### config.mk
export PLATFORM = sky130hd
export DESIGN_NAME = ts_adaptation_field_parser_top
export DESIGN_NICKNAME = d
export VERILOG_FILES = /design/src/sv/tafp_pkg.sv /design/src/sv/tafp_front.sv /design/src/sv/tafp_fifo.sv /design/src/sv/tafp_back.sv /design/src/sv/ts_adaptation_field_parser_top.sv
export SDC_FILE = /design/constraint.sdc
export NUM_CORES = 1
export LEC_CHECK = 0
export BUFFER_PORTS_ARGS = -buffer_cell sky130_fd_sc_hd__buf_2
export CORE_UTILIZATION = 32
export CTS_BUF_LIST = sky130_fd_sc_hd__clkbuf_8
export DETAILED_ROUTE_END_ITERATION = 10
export PLACE_DENSITY = 0.57
export SLEW_MARGIN = 5
export SYNTH_ARGS = -nofsm -noshare
export SYNTH_HDL_FRONTEND = slang
export SYNTH_SLANG_ARGS = --single-unit
### constraint.sdc
create_clock -name i_clk -period 8.7 [get_ports i_clk]
set_clock_uncertainty 0.1 [all_clocks]
set_input_delay 1.74 -clock i_clk [delete_from_list [all_inputs] [get_ports i_clk]]
set_output_delay 1.74 -clock i_clk [all_outputs]
set_load 0.05 [all_outputs]
### src/sv/tafp_pkg.sv
// Package: shared types, codes and widths for the adaptation field parser
`timescale 1ns / 1ps
package tafp_pkg;

    localparam int unsigned IdW  = 4;
    localparam int unsigned ValW = 42;

    typedef enum logic [11:0] {
        SEC_FLAGS     = 12'h001,
        SEC_PCR       = 12'h002,
        SEC_OPCR      = 12'h004,
        SEC_COUNTDOWN = 12'h008,
        SEC_PRIVLEN   = 12'h010,
        SEC_PRIVSKIP  = 12'h020,
        SEC_EXTLEN    = 12'h040,
        SEC_EXTFLAGS  = 12'h080,
        SEC_LTW       = 12'h100,
        SEC_RATE      = 12'h200,
        SEC_SPLICE    = 12'h400,
        SEC_STUFF     = 12'h800
    } t_section;

    localparam logic [3:0] ID_LENGTH    = 4'd0;
    localparam logic [3:0] ID_FLAGS     = 4'd1;
    localparam logic [3:0] ID_PCR       = 4'd2;
    localparam logic [3:0] ID_OPCR      = 4'd3;
    localparam logic [3:0] ID_COUNTDOWN = 4'd4;
    localparam logic [3:0] ID_PRIVLEN   = 4'd5;
    localparam logic [3:0] ID_EXTLEN    = 4'd6;
    localparam logic [3:0] ID_EXTFLAGS  = 4'd7;
    localparam logic [3:0] ID_LTW       = 4'd8;
    localparam logic [3:0] ID_RATE      = 4'd9;
    localparam logic [3:0] ID_SPLICE    = 4'd10;
    localparam logic [3:0] ID_DTS       = 4'd11;
    localparam logic [3:0] ID_END       = 4'd12;

    // Work kinds handed from the front to the back
    typedef enum logic [1:0] {
        K_RAW   = 2'd0,
        K_CLOCK = 2'd1
    } t_kind;

    typedef struct packed {
        logic [3:0]  id;
        t_kind       kind;
        logic [47:0] payload;
        logic        last;
    } t_rec;

endpackage

### src/sv/tafp_front.sv
// Front: byte-wise section tracker that classifies completed fields
`timescale 1ns / 1ps
module tafp_front (
    input  logic            i_clk,
    input  logic            i_rst_n,
    input  logic            i_valid,
    output logic            o_ready,
    input  logic            i_start_req,
    input  logic [7:0]      i_data_byte,
    output logic            o_rec_valid,
    input  logic            i_rec_ready,
    output tafp_pkg::t_rec  o_rec
);
    import tafp_pkg::*;

    logic        r_active;
    logic [7:0]  r_len;
    logic [7:0]  r_seen;
    t_section    r_sec;
    logic [2:0]  r_sb;
    logic [47:0] r_acc;
    logic [7:0]  r_iflags;
    logic [2:0]  r_xflags;
    logic [7:0]  r_skip;

    logic        n_active;
    logic [7:0]  n_len;
    logic [7:0]  n_seen;
    t_section    n_sec;
    logic [2:0]  n_sb;
    logic [47:0] n_acc;
    logic [7:0]  n_iflags;
    logic [2:0]  n_xflags;
    logic [7:0]  n_skip;

    logic        emit;
    t_rec        rec;
    logic        take;
    logic [2:0]  sb1;
    logic [47:0] acc1;
    logic        adv;
    t_section    adv_from;

    function automatic logic en(input t_section s, input logic [7:0] f,
                                input logic [2:0] x, input logic [7:0] sk);
        logic r;
        r = 1'b1;
        unique case (s)
            SEC_PCR:       r = f[4];
            SEC_OPCR:      r = f[3];
            SEC_COUNTDOWN: r = f[2];
            SEC_PRIVLEN:   r = f[1];
            SEC_PRIVSKIP:  r = (sk != 8'd0);
            SEC_EXTLEN,
            SEC_EXTFLAGS:  r = f[0];
            SEC_LTW:       r = x[2];
            SEC_RATE:      r = x[1];
            SEC_SPLICE:    r = x[0];
            default:       r = 1'b1;
        endcase
        return r;
    endfunction

    function automatic t_section succ(input t_section s);
        t_section r;
        r = SEC_STUFF;
        unique case (s)
            SEC_FLAGS:     r = SEC_PCR;
            SEC_PCR:       r = SEC_OPCR;
            SEC_OPCR:      r = SEC_COUNTDOWN;
            SEC_COUNTDOWN: r = SEC_PRIVLEN;
            SEC_PRIVLEN:   r = SEC_PRIVSKIP;
            SEC_PRIVSKIP:  r = SEC_EXTLEN;
            SEC_EXTLEN:    r = SEC_EXTFLAGS;
            SEC_EXTFLAGS:  r = SEC_LTW;
            SEC_LTW:       r = SEC_RATE;
            SEC_RATE:      r = SEC_SPLICE;
            default:       r = SEC_STUFF;
        endcase
        return r;
    endfunction

    function automatic t_section nxt(input t_section s, input logic [7:0] f,
                                     input logic [2:0] x, input logic [7:0] sk);
        t_section r;
        r = succ(s);
        for (int i = 0; i < 10; i++) begin
            if (r != SEC_STUFF && !en(r, f, x, sk)) begin
                r = succ(r);
            end
        end
        return r;
    endfunction

    assign o_ready     = !o_rec_valid || i_rec_ready;
    assign take        = i_valid && o_ready;

    always_comb begin
        n_active = r_active;
        n_len    = r_len;
        n_seen   = r_seen;
        n_sec    = r_sec;
        n_sb     = r_sb;
        n_acc    = r_acc;
        n_iflags = r_iflags;
        n_xflags = r_xflags;
        n_skip   = r_skip;
        emit     = 1'b0;
        rec      = '{id: ID_LENGTH, kind: K_RAW, payload: 48'd0, last: 1'b0};
        sb1      = r_sb + 3'd1;
        acc1     = {r_acc[39:0], i_data_byte};
        adv      = 1'b0;
        adv_from = r_sec;
        if (i_start_req) begin
            n_active = (i_data_byte != 8'd0);
            n_len    = i_data_byte;
            n_seen   = 8'd0;
            n_sec    = SEC_FLAGS;
            n_sb     = 3'd0;
            n_acc    = 48'd0;
            n_iflags = 8'd0;
            n_xflags = 3'd0;
            n_skip   = 8'd0;
            emit     = 1'b1;
            rec      = '{id: ID_LENGTH, kind: K_RAW, payload: {40'd0, i_data_byte},
                         last: (i_data_byte == 8'd0)};
        end else if (r_active) begin
            n_seen = r_seen + 8'd1;
            n_acc  = acc1;
            n_sb   = sb1;
            rec.payload = {40'd0, i_data_byte};
            unique case (r_sec)
                SEC_FLAGS: begin
                    n_iflags = i_data_byte;
                    emit = 1'b1; rec.id = ID_FLAGS; adv = 1'b1;
                end
                SEC_PCR, SEC_OPCR: begin
                    if (sb1 == 3'd6) begin
                        emit = 1'b1;
                        rec.id = (r_sec == SEC_PCR) ? ID_PCR : ID_OPCR;
                        rec.kind = K_CLOCK;
                        rec.payload = acc1;
                        adv = 1'b1;
                    end
                end
                SEC_COUNTDOWN: begin
                    emit = 1'b1; rec.id = ID_COUNTDOWN; adv = 1'b1;
                end
                SEC_PRIVLEN: begin
                    n_skip = i_data_byte;
                    emit = 1'b1; rec.id = ID_PRIVLEN;
                    if (i_data_byte != 8'd0) begin
                        n_sec = SEC_PRIVSKIP; n_sb = 3'd0; n_acc = 48'd0;
                    end else begin
                        adv = 1'b1; adv_from = SEC_PRIVSKIP;
                    end
                end
                SEC_PRIVSKIP: begin
                    n_skip = r_skip - 8'd1;
                    if (n_skip == 8'd0) begin
                        adv = 1'b1;
                    end
                end
                SEC_EXTLEN: begin
                    emit = 1'b1; rec.id = ID_EXTLEN; adv = 1'b1;
                end
                SEC_EXTFLAGS: begin
                    n_xflags = i_data_byte[7:5];
                    emit = 1'b1; rec.id = ID_EXTFLAGS; adv = 1'b1;
                end
                SEC_LTW: begin
                    if (sb1 == 3'd2) begin
                        emit = 1'b1; rec.id = ID_LTW;
                        rec.payload = {32'd0, acc1[15:0]}; adv = 1'b1;
                    end
                end
                SEC_RATE: begin
                    if (sb1 == 3'd3) begin
                        emit = 1'b1; rec.id = ID_RATE;
                        rec.payload = {26'd0, acc1[21:0]}; adv = 1'b1;
                    end
                end
                SEC_SPLICE: begin
                    if (sb1 == 3'd1) begin
                        emit = 1'b1; rec.id = ID_SPLICE;
                        rec.payload = {44'd0, i_data_byte[7:4]};
                    end else if (sb1 == 3'd5) begin
                        emit = 1'b1; rec.id = ID_DTS;
                        rec.payload = {15'd0, acc1[35:33], acc1[31:17], acc1[15:1]};
                        adv = 1'b1;
                    end
                end
                default: n_sec = SEC_STUFF;
            endcase
            if (adv) begin
                n_sec = nxt(adv_from, n_iflags, n_xflags, n_skip);
                n_sb  = 3'd0;
                n_acc = 48'd0;
            end
            if (n_seen == r_len) begin
                n_active = 1'b0;
                rec.last = 1'b1;
                if (!emit) begin
                    emit = 1'b1;
                    rec  = '{id: ID_END, kind: K_RAW, payload: 48'd0, last: 1'b1};
                end
            end
        end
    end

    always_ff @(posedge i_clk) begin
        if (!i_rst_n) begin
            r_active    <= 1'b0;
            r_len       <= 8'd0;
            r_seen      <= 8'd0;
            r_sec       <= SEC_FLAGS;
            r_sb        <= 3'd0;
            r_acc       <= 48'd0;
            r_iflags    <= 8'd0;
            r_xflags    <= 3'd0;
            r_skip      <= 8'd0;
            o_rec_valid <= 1'b0;
        end else begin
            if (o_ready) begin
                o_rec_valid <= take && emit;
            end
            if (take) begin
                r_active <= n_active;
                r_len    <= n_len;
                r_seen   <= n_seen;
                r_sec    <= n_sec;
                r_sb     <= n_sb;
                r_acc    <= n_acc;
                r_iflags <= n_iflags;
                r_xflags <= n_xflags;
                r_skip   <= n_skip;
            end
        end
    end

    always_ff @(posedge i_clk) begin
        if (take) begin
            o_rec <= rec;
        end
    end

endmodule

### src/sv/tafp_fifo.sv
// Short queue between the front and the back
`timescale 1ns / 1ps
module tafp_fifo (
    input  logic            i_clk,
    input  logic            i_rst_n,
    input  logic            i_valid,
    output logic            o_ready,
    input  tafp_pkg::t_rec  i_rec,
    output logic            o_valid,
    input  logic            i_ready,
    output tafp_pkg::t_rec  o_rec
);
    import tafp_pkg::*;

    t_rec       r_mem [4];
    logic [1:0] r_wp;
    logic [1:0] r_rp;
    logic [2:0] r_cnt;
    logic       push;
    logic       pop;

    assign o_ready = (r_cnt != 3'd4);
    assign o_valid = (r_cnt != 3'd0);
    assign o_rec   = r_mem[r_rp];
    assign push    = i_valid && o_ready;
    assign pop     = o_valid && i_ready;

    always_ff @(posedge i_clk) begin
        if (!i_rst_n) begin
            r_wp  <= 2'd0;
            r_rp  <= 2'd0;
            r_cnt <= 3'd0;
        end else begin
            if (push) begin
                r_wp <= r_wp + 2'd1;
            end
            if (pop) begin
                r_rp <= r_rp + 2'd1;
            end
            r_cnt <= r_cnt + {2'd0, push} - {2'd0, pop};
        end
    end

    always_ff @(posedge i_clk) begin
        if (push) begin
            r_mem[r_wp] <= i_rec;
        end
    end

endmodule

### src/sv/tafp_back.sv
// Back: two-stage clock value arithmetic and output register
`timescale 1ns / 1ps
module tafp_back (
    input  logic                        i_clk,
    input  logic                        i_rst_n,
    input  logic                        i_valid,
    output logic                        o_ready,
    input  tafp_pkg::t_rec              i_rec,
    output logic                        o_valid,
    input  logic                        i_ready,
    output logic [tafp_pkg::IdW-1:0]    o_id,
    output logic [tafp_pkg::ValW-1:0]   o_value,
    output logic                        o_last
);
    import tafp_pkg::*;

    logic        r_v1;
    logic [3:0]  r_id1;
    logic        r_last1;
    logic        r_clk1;
    logic [41:0] r_prod1;
    logic [8:0]  r_ext1;
    logic [41:0] r_raw1;
    logic        adv1;
    logic        adv2;
    logic [41:0] val2;

    assign adv2    = !o_valid || i_ready;
    assign adv1    = !r_v1 || adv2;
    assign o_ready = adv1;
    assign val2    = r_clk1 ? (r_prod1 + {33'd0, r_ext1}) : r_raw1;

    always_ff @(posedge i_clk) begin
        if (!i_rst_n) begin
            r_v1    <= 1'b0;
            o_valid <= 1'b0;
        end else begin
            if (adv1) begin
                r_v1 <= i_valid;
            end
            if (adv2) begin
                o_valid <= r_v1;
            end
        end
    end

    always_ff @(posedge i_clk) begin
        if (adv1 && i_valid) begin
            r_id1   <= i_rec.id;
            r_last1 <= i_rec.last;
            r_clk1  <= (i_rec.kind == K_CLOCK);
            r_prod1 <= 42'(i_rec.payload[47:15] * 42'd300);
            r_ext1  <= i_rec.payload[8:0];
            r_raw1  <= i_rec.payload[41:0];
        end
        if (adv2 && r_v1) begin
            o_id    <= r_id1;
            o_value <= val2;
            o_last  <= r_last1;
        end
    end

endmodule

### src/sv/ts_adaptation_field_parser_top.sv
// Top level: adaptation field parser, byte stream in, field records out
// An accepted byte's record passes the front's output register, the queue and the back's two registers.
// Throughput: one byte per cycle while the output side takes records; the section tracker in the front sets it.
// A four-entry queue lets the front run while the output is stalled.
// Reset (synchronous, active low) returns to idle and empties all stages.
`timescale 1ns / 1ps
module ts_adaptation_field_parser_top (
    input  logic        i_clk,
    input  logic        i_rst_n,
    input  logic        s_axis_tvalid,
    output logic        s_axis_tready,
    input  logic [7:0]  s_axis_tdata,   // [7:0] data_byte
    input  logic        s_axis_tuser,   // [0] start_req
    output logic        m_axis_tvalid,
    input  logic        m_axis_tready,
    output logic [47:0] m_axis_tdata,   // [41:0] value, zero fill
    output logic [3:0]  m_axis_tuser,   // [3:0] field_id
    output logic        m_axis_tlast
);
    import tafp_pkg::*;

    logic                f_valid;
    logic                f_ready;
    t_rec                f_rec;
    logic                q_valid;
    logic                q_ready;
    t_rec                q_rec;
    logic [IdW-1:0]      id;
    logic [ValW-1:0]     val;

    tafp_front u_front (
        .i_clk       (i_clk),
        .i_rst_n     (i_rst_n),
        .i_valid     (s_axis_tvalid),
        .o_ready     (s_axis_tready),
        .i_start_req (s_axis_tuser),
        .i_data_byte (s_axis_tdata),
        .o_rec_valid (f_valid),
        .i_rec_ready (f_ready),
        .o_rec       (f_rec)
    );

    tafp_fifo u_fifo (
        .i_clk   (i_clk),
        .i_rst_n (i_rst_n),
        .i_valid (f_valid),
        .o_ready (f_ready),
        .i_rec   (f_rec),
        .o_valid (q_valid),
        .i_ready (q_ready),
        .o_rec   (q_rec)
    );

    tafp_back u_back (
        .i_clk   (i_clk),
        .i_rst_n (i_rst_n),
        .i_valid (q_valid),
        .o_ready (q_ready),
        .i_rec   (q_rec),
        .o_valid (m_axis_tvalid),
        .i_ready (m_axis_tready),
        .o_id    (id),
        .o_value (val),
        .o_last  (m_axis_tlast)
    );

    assign m_axis_tdata = {6'd0, val};
    assign m_axis_tuser = id;

endmodule
==> flow_summary.toml, run 1 <==
[route]
viasPerCell = 4.983
firstDrtPassIters = 10
wl_per_cell_um = 18.20
ant_nets = 0
drtIter0Drc = 907
drc = 16
routed-via-count = 16540
drt_wl_total_um = 60400

[final_layout]
fill_cells = 7797
register_area_um2 = 14120
finalNetCount = 2391
fin_util_pct = 36.17
multi_input_area_um2 = 10940
area_growth_pct = 11.70
drive_above_1_share_pct = 13.70

[worst_hold_path]
min_path_cells = 0
holdCritStartpoint = "u_back.r_raw1[1]"
hold_path_class = "register to register"

[timing]
relSlewSlack_pct = 25.17
max_freq_mhz = 148.7
setup_tns_ns = 0
rsz0062_at_grt = "no"
drv_slew = 0
final-setup-viol-count = 0
hold_viol_final = 0
finalCriticalPeriod_ns = 6.725
fin_crit_sh_pct = 77.29
max_slew.worst_pin.slew_ns = 1.120

[cts]
cts_resized = 0
cts_setup_buffers = 0
htreeDepth = 3
ctsRootBufferMaster = "clkbuf_8"
clk_latency_ns = 0.67
cts_tree = "done"
ctsHoldBuffers = 0
cts_made_buffers = 84
clkSinkCount = 503
clock_path_buffers = 3
path_clk_slew_ns = 0.06

[floorplanning]
start_util_pct = 32.39
num_rows = 104
dieArea_um2 = 82790
ios = 68
die_y_um = 287.7
core_area_um2 = 80680
die_x_um = 287.7

[yosys]
syn_inst = 2110
synth-seq-cells = 503
synth_top_family_by_area = "simple AND/OR/NAND/NOR gates"
synth_ff_type = "edfxtp_1"
netlist_area_um2 = 26130
postSynthAreaPerCell_um2 = 12.38
synth_simple_gate_area_share_pct = 11.17
synth_mux_area_share_pct = 5.555
synth-edff-count = 404
ys_async_sr_fraction_pct = 0
yosysSeqAreaShare_pct = 54.02
ys_warn_count = 0
synth_cell_types = 99
synthXorXnorAreaFrac_pct = 3.218
synth_compound_area_share_pct = 10.81
synthAdderAreaFrac_pct = 10.89

[global_routing]
grt_pass1_wl_um = 95280
grt_overflow_total = 0
first_global_vias = 16930
antenna_found_initial = 1
grt.total_usage_pct = 14.71
grt_max_degree = 87

[placed_design]
gp_congestion = 0.9019
numPortBuffers = 61
hpwl_um = 41780

[setup_path]
path_class = "register to register"
cp.arrival_ns = 7.02
start_kind = "register"
required_ns = 9.00
crit_fanout = 34
worstSetupEndpointType = "register"
worst_r2r_path_depth = 21

[run]
max_cap_violations = 0

[run_status]
outcome = "complete, but fails checks"
violations = "design-rule violations"
## per-layer routing
layer	GRT usage, %	vias up	routed length, um
li1	-	7887	-
met1	18.99	8197	27130
met2	25.14	366	29380
met3	2.385	89	2655
met4	4.577	0	1238
met5	0	-	0
## layout make-up
type / instances / share of cell area [%]
Multi-Input combinational cell: 1324 / 37.50
Clock inverter: 67 / 1.415
Inverter: 196 / 2.521
Tap cell: 1060 / 4.544
Sequential cell: 503 / 48.38
Antenna cell: 4 / 0.03430
Clock buffer: 88 / 4.150
Timing Repair Buffer: 77 / 1.458
## path summary, 6_finish.rpt
check,slack (ns),endpoint
max reg2reg,1.98,u_back.r_prod1[38]
min,0.32,u_back.o_value[1]
max,1.98,u_back.r_prod1[38]
min reg2reg,0.32,u_back.o_value[1]
## per-stage QoR
step                worst slack (ns)  hold WS [ns]  std cells  cell area [um2]
finish                         1.975        0.3203       3319            29180
global placement               2.001        0.3060       3160            27550
detailed placement             1.905        0.3075       3160            27550
CTS                            1.893        0.3227       3315            29170
floorplan                     0.5124        0.3003       2115            26150
global route                   1.485        0.3451       3319            29180
## cells in the final DEF, fill, tap and decap left out, drive strengths merged, types with 9 or more instances in the layout
| cell | instances |
|---|---|
| nor4 | 17 |
| dfxtp | 99 |
| and2 | 50 |
| a21oi | 105 |
| o21ai | 65 |
| mux4 | 54 |
| buf | 77 |
| nand4 | 13 |
| and3 | 21 |
| nand3 | 39 |
| mux2i | 13 |
| nor3 | 23 |
| clkinv | 30 |
| edfxtp | 404 |
| nand2b | 10 |
| a22oi | 74 |
| o211ai | 9 |
| nand2 | 103 |
| a22o | 19 |
| inv | 226 |
| xnor2 | 59 |
| a21boi | 12 |
| o22ai | 10 |
| or3 | 10 |
| fa | 59 |
| mux2 | 9 |
| o21bai | 13 |
| clkbuf | 88 |
| and4 | 10 |
| a21o | 18 |
| ha | 133 |
| a31oi | 14 |
| nor2 | 144 |
| nor2b | 68 |
| xor2 | 37 |
## cells in the mapped netlist (14+ instances only)
library cell / count / area (um2)
clkbuf_1: 66 / 247.7
nand2_1: 103 / 386.6
a22oi_1: 74 / 555.5
nor2_1: 143 / 536.8
mux4_2: 54 / 1216
o21ai_0: 60 / 300.3
inv_1: 196 / 735.7
and3_1: 21 / 131.4
a21o_1: 18 / 135.1
ha_1: 133 / 1664
xnor2_1: 59 / 516.8
nor3_1: 21 / 105.1
dfxtp_1: 99 / 1982
fa_1: 59 / 1181
xor2_1: 37 / 324.1
nor2b_1: 68 / 425.4
nand3_1: 39 / 195.2
nor4_1: 14 / 87.58
edfxtp_1: 404 / 12130
a21oi_1: 103 / 515.5
a22o_1: 19 / 166.4
and2_1: 49 / 306.5
## worst max-delay path: stages (launching register included)
cell      delay, ns
dfxtp_4        0.81
mux4_2         0.67
ha_1           0.32
ha_1           0.27
inv_1          0.05
fa_1           0.49
fa_1           0.51
inv_1          0.04
ha_1           0.33
a21oi_1        0.23
o21bai_1       0.09
a21oi_1        0.23
o21bai_1       0.10
a21oi_1        0.25
o21ai_0        0.32
a211oi_1       0.42
nor3_1         0.14
nor2_1         0.17
a31oi_1        0.14
a41o_1         0.31
o41ai_1        0.34
xnor2_1        0.12
## cell families (layout without fill, tap and decap cells)
family / count (synthesis) / in the layout
XOR/XNOR: 96 / 96
buffers and inverters: 288 / 428
other: 1 / 10
multiplexers: 76 / 76
adder cells (fa/ha/maj): 192 / 192
AO/OA/AOI/OAI: 405 / 405
flip-flops: 503 / 503
AND/OR/NAND/NOR: 549 / 549
## state kept, by name, indices dropped and copies added (netlist names), 8 cells and up, named ones only
name,cells
u_front.r_sec,12
u_front.r_len,8
u_front.o_rec,54
u_fifo.r_mem,216
u_front.r_seen,8
u_front.r_acc,40
u_front.r_skip,8
u_back.r_raw1,42
u_back.r_prod1,39
u_back.o_value,42
Power of run 1 is left out: the tool's default activity adds up to more than one toggle a clock period on the data nets, which glitch-free logic cannot reach.
==> inputs of run 2 (changes only) <==
==> constraint.sdc (replaced) <==
create_clock -name i_clk -period 6.9 [get_ports i_clk]
set_clock_uncertainty 0.1 [all_clocks]
set_input_delay 1.38 -clock i_clk [delete_from_list [all_inputs] [get_ports i_clk]]
set_output_delay 1.38 -clock i_clk [all_outputs]
set_load 0.05 [all_outputs]
==> flow_summary.toml, run 2 (same netlist as run 1, synthesis figures left out) <==
[run_status]
outcome = "complete, but fails checks"
violations = "design-rule violations"

[route]
viasPerCell = 5.009
drtIter0Drc = 992
firstDrtPassIters = 9
ant_nets = 0
drc = 18
wl_per_cell_um = 18.36
drt_wl_total_um = 61090
routed-via-count = 16670

[timing]
fin_crit_sh_pct = 92.81
final-setup-viol-count = 0
finalCriticalPeriod_ns = 6.404
hold_viol_final = 0
setup_tns_ns = 0
drv_slew = 0
max_freq_mhz = 156.2
rsz0062_at_grt = "no"
relSlewSlack_pct = 25.39
max_slew.worst_pin.slew_ns = 1.104

[floorplanning]
die_x_um = 287.7
core_area_um2 = 80680
die_y_um = 287.7
start_util_pct = 32.39
dieArea_um2 = 82790
ios = 68
num_rows = 104

[placed_design]
numPortBuffers = 61
gp_congestion = 0.8723
hpwl_um = 42580

[global_routing]
grt_pass1_wl_um = 95660
first_global_vias = 17060
grt.total_usage_pct = 14.82
antenna_found_initial = 1
grt_max_degree = 74
grt_overflow_total = 0

[setup_path]
rrSetupSlack_ns = 0.50
critical_path.max_stage_delay_ns = 0.59
cpMaxStageDelayCell = "dfxtp_2"
required_ns = 7.22
path_depth = 20
path_delay_family = "adder cells"
worstSetupEndpointType = "register"
crit_fanout = 28
r2r_end = "u_back.r_prod1[38]"
cp.arrival_ns = 6.72
worst_r2r_path_depth = 20
crit_buf_inv = 3
start_kind = "register"
cp_cell_sequence = "buf_4, mux4_2, ha_1, ha_1, inv_1, fa_1, inv_1, fa_1, ha_1, a21o_1, a21o_1, a21o_1, or3_1, a211oi_1, nor3_1, nor2_1, a31oi_1, a41o_1, o41ai_1, xnor2_1"
path_class = "register to register"

[cts]
clkSinkCount = 503
cts_resized = 0
htreeDepth = 3
cts_setup_buffers = 0
cts_tree = "done"
cts_made_buffers = 84
clk_latency_ns = 0.68
ctsHoldBuffers = 0
path_clk_slew_ns = 0.06
ctsRootBufferMaster = "clkbuf_8"
clock_path_buffers = 3

[run]
max_cap_violations = 0

[final_layout]
regMostFlops = "u_fifo.r_mem"
largest_reg_flops = 216
fill_cells = 7797
area_growth_pct = 12.23
layout_common_cells = "edfxtp_1, inv_1, nor2_1"
finalNetCount = 2404
final_common_cell = "edfxtp_1"
drive_above_1_share_pct = 14.34
top_regs = "u_fifo.r_mem: 216 flops, u_front.o_rec: 54 flops"

[worst_hold_path]
hold_path_class = "register to register"
min_path_cells = 0
holdCritStartpoint = "u_back.r_raw1[1]"
min_to = "u_back.o_value[1]"
run 2: cell count changes in the layout (fill, tap and decap cells not counted), sizes merged, moves of 2 or more:
cell / previous run / this run
clkinv: 30 / 24
diode: 4 / 1
inv: 226 / 224
buf: 77 / 90
clkbuf: 88 / 92
run 2: area by class of cell:
type	instances	area, um2	area share (%)
Antenna cell	1	2.502	0.008534
Clock buffer	92	1266	4.318
Clock inverter	61	404.1	1.378
Inverter	196	735.7	2.509
Multi-Input combinational cell	1324	10950	37.33
Sequential cell	503	14120	48.15
Tap cell	1060	1326	4.523
Timing Repair Buffer	90	523.0	1.784
run 2: per-layer routing:
layer / global-route usage [%] / wire (um) / up-vias
li1: - / - / 7912
met1: 18.80 / 26840 / 8267
met2: 25.43 / 29930 / 384
met3: 2.441 / 2927 / 102
met4: 5.185 / 1392 / 0
met5: 0 / 0 / -
run 2: worst max-delay path by stage:
stage	start	endpoint	slack [ns]
after global placement	s_axis_tdata[7]	u_front.r_sec[9]	0.58
final	register	u_back.r_prod1[38]	0.50
after detailed placement	s_axis_tdata[7]	u_front.r_sec[9]	0.43
after global routing	register	u_back.r_prod1[39]	0.24
after CTS	register	u_back.r_prod1[38]	0.48
after floorplan	register	u_back.r_prod1[38]	0.58
run 2: per-stage QoR:
step                utilization (%)  area, um2  setup WS, ns  hold WS (ns)  cells
finish                        36.35      29320        0.4960        0.3201   3327
global route                  36.35      29320        0.2352        0.3291   3327
CTS                           36.34      29320        0.4820        0.3190   3326
detailed placement            34.27      27650        0.4300        0.3066   3173
global placement              34.27      27650        0.5813        0.3066   3173
floorplan                         -      26150        0.5783        0.3003   2115
Power of run 2 is left out for the same reason.
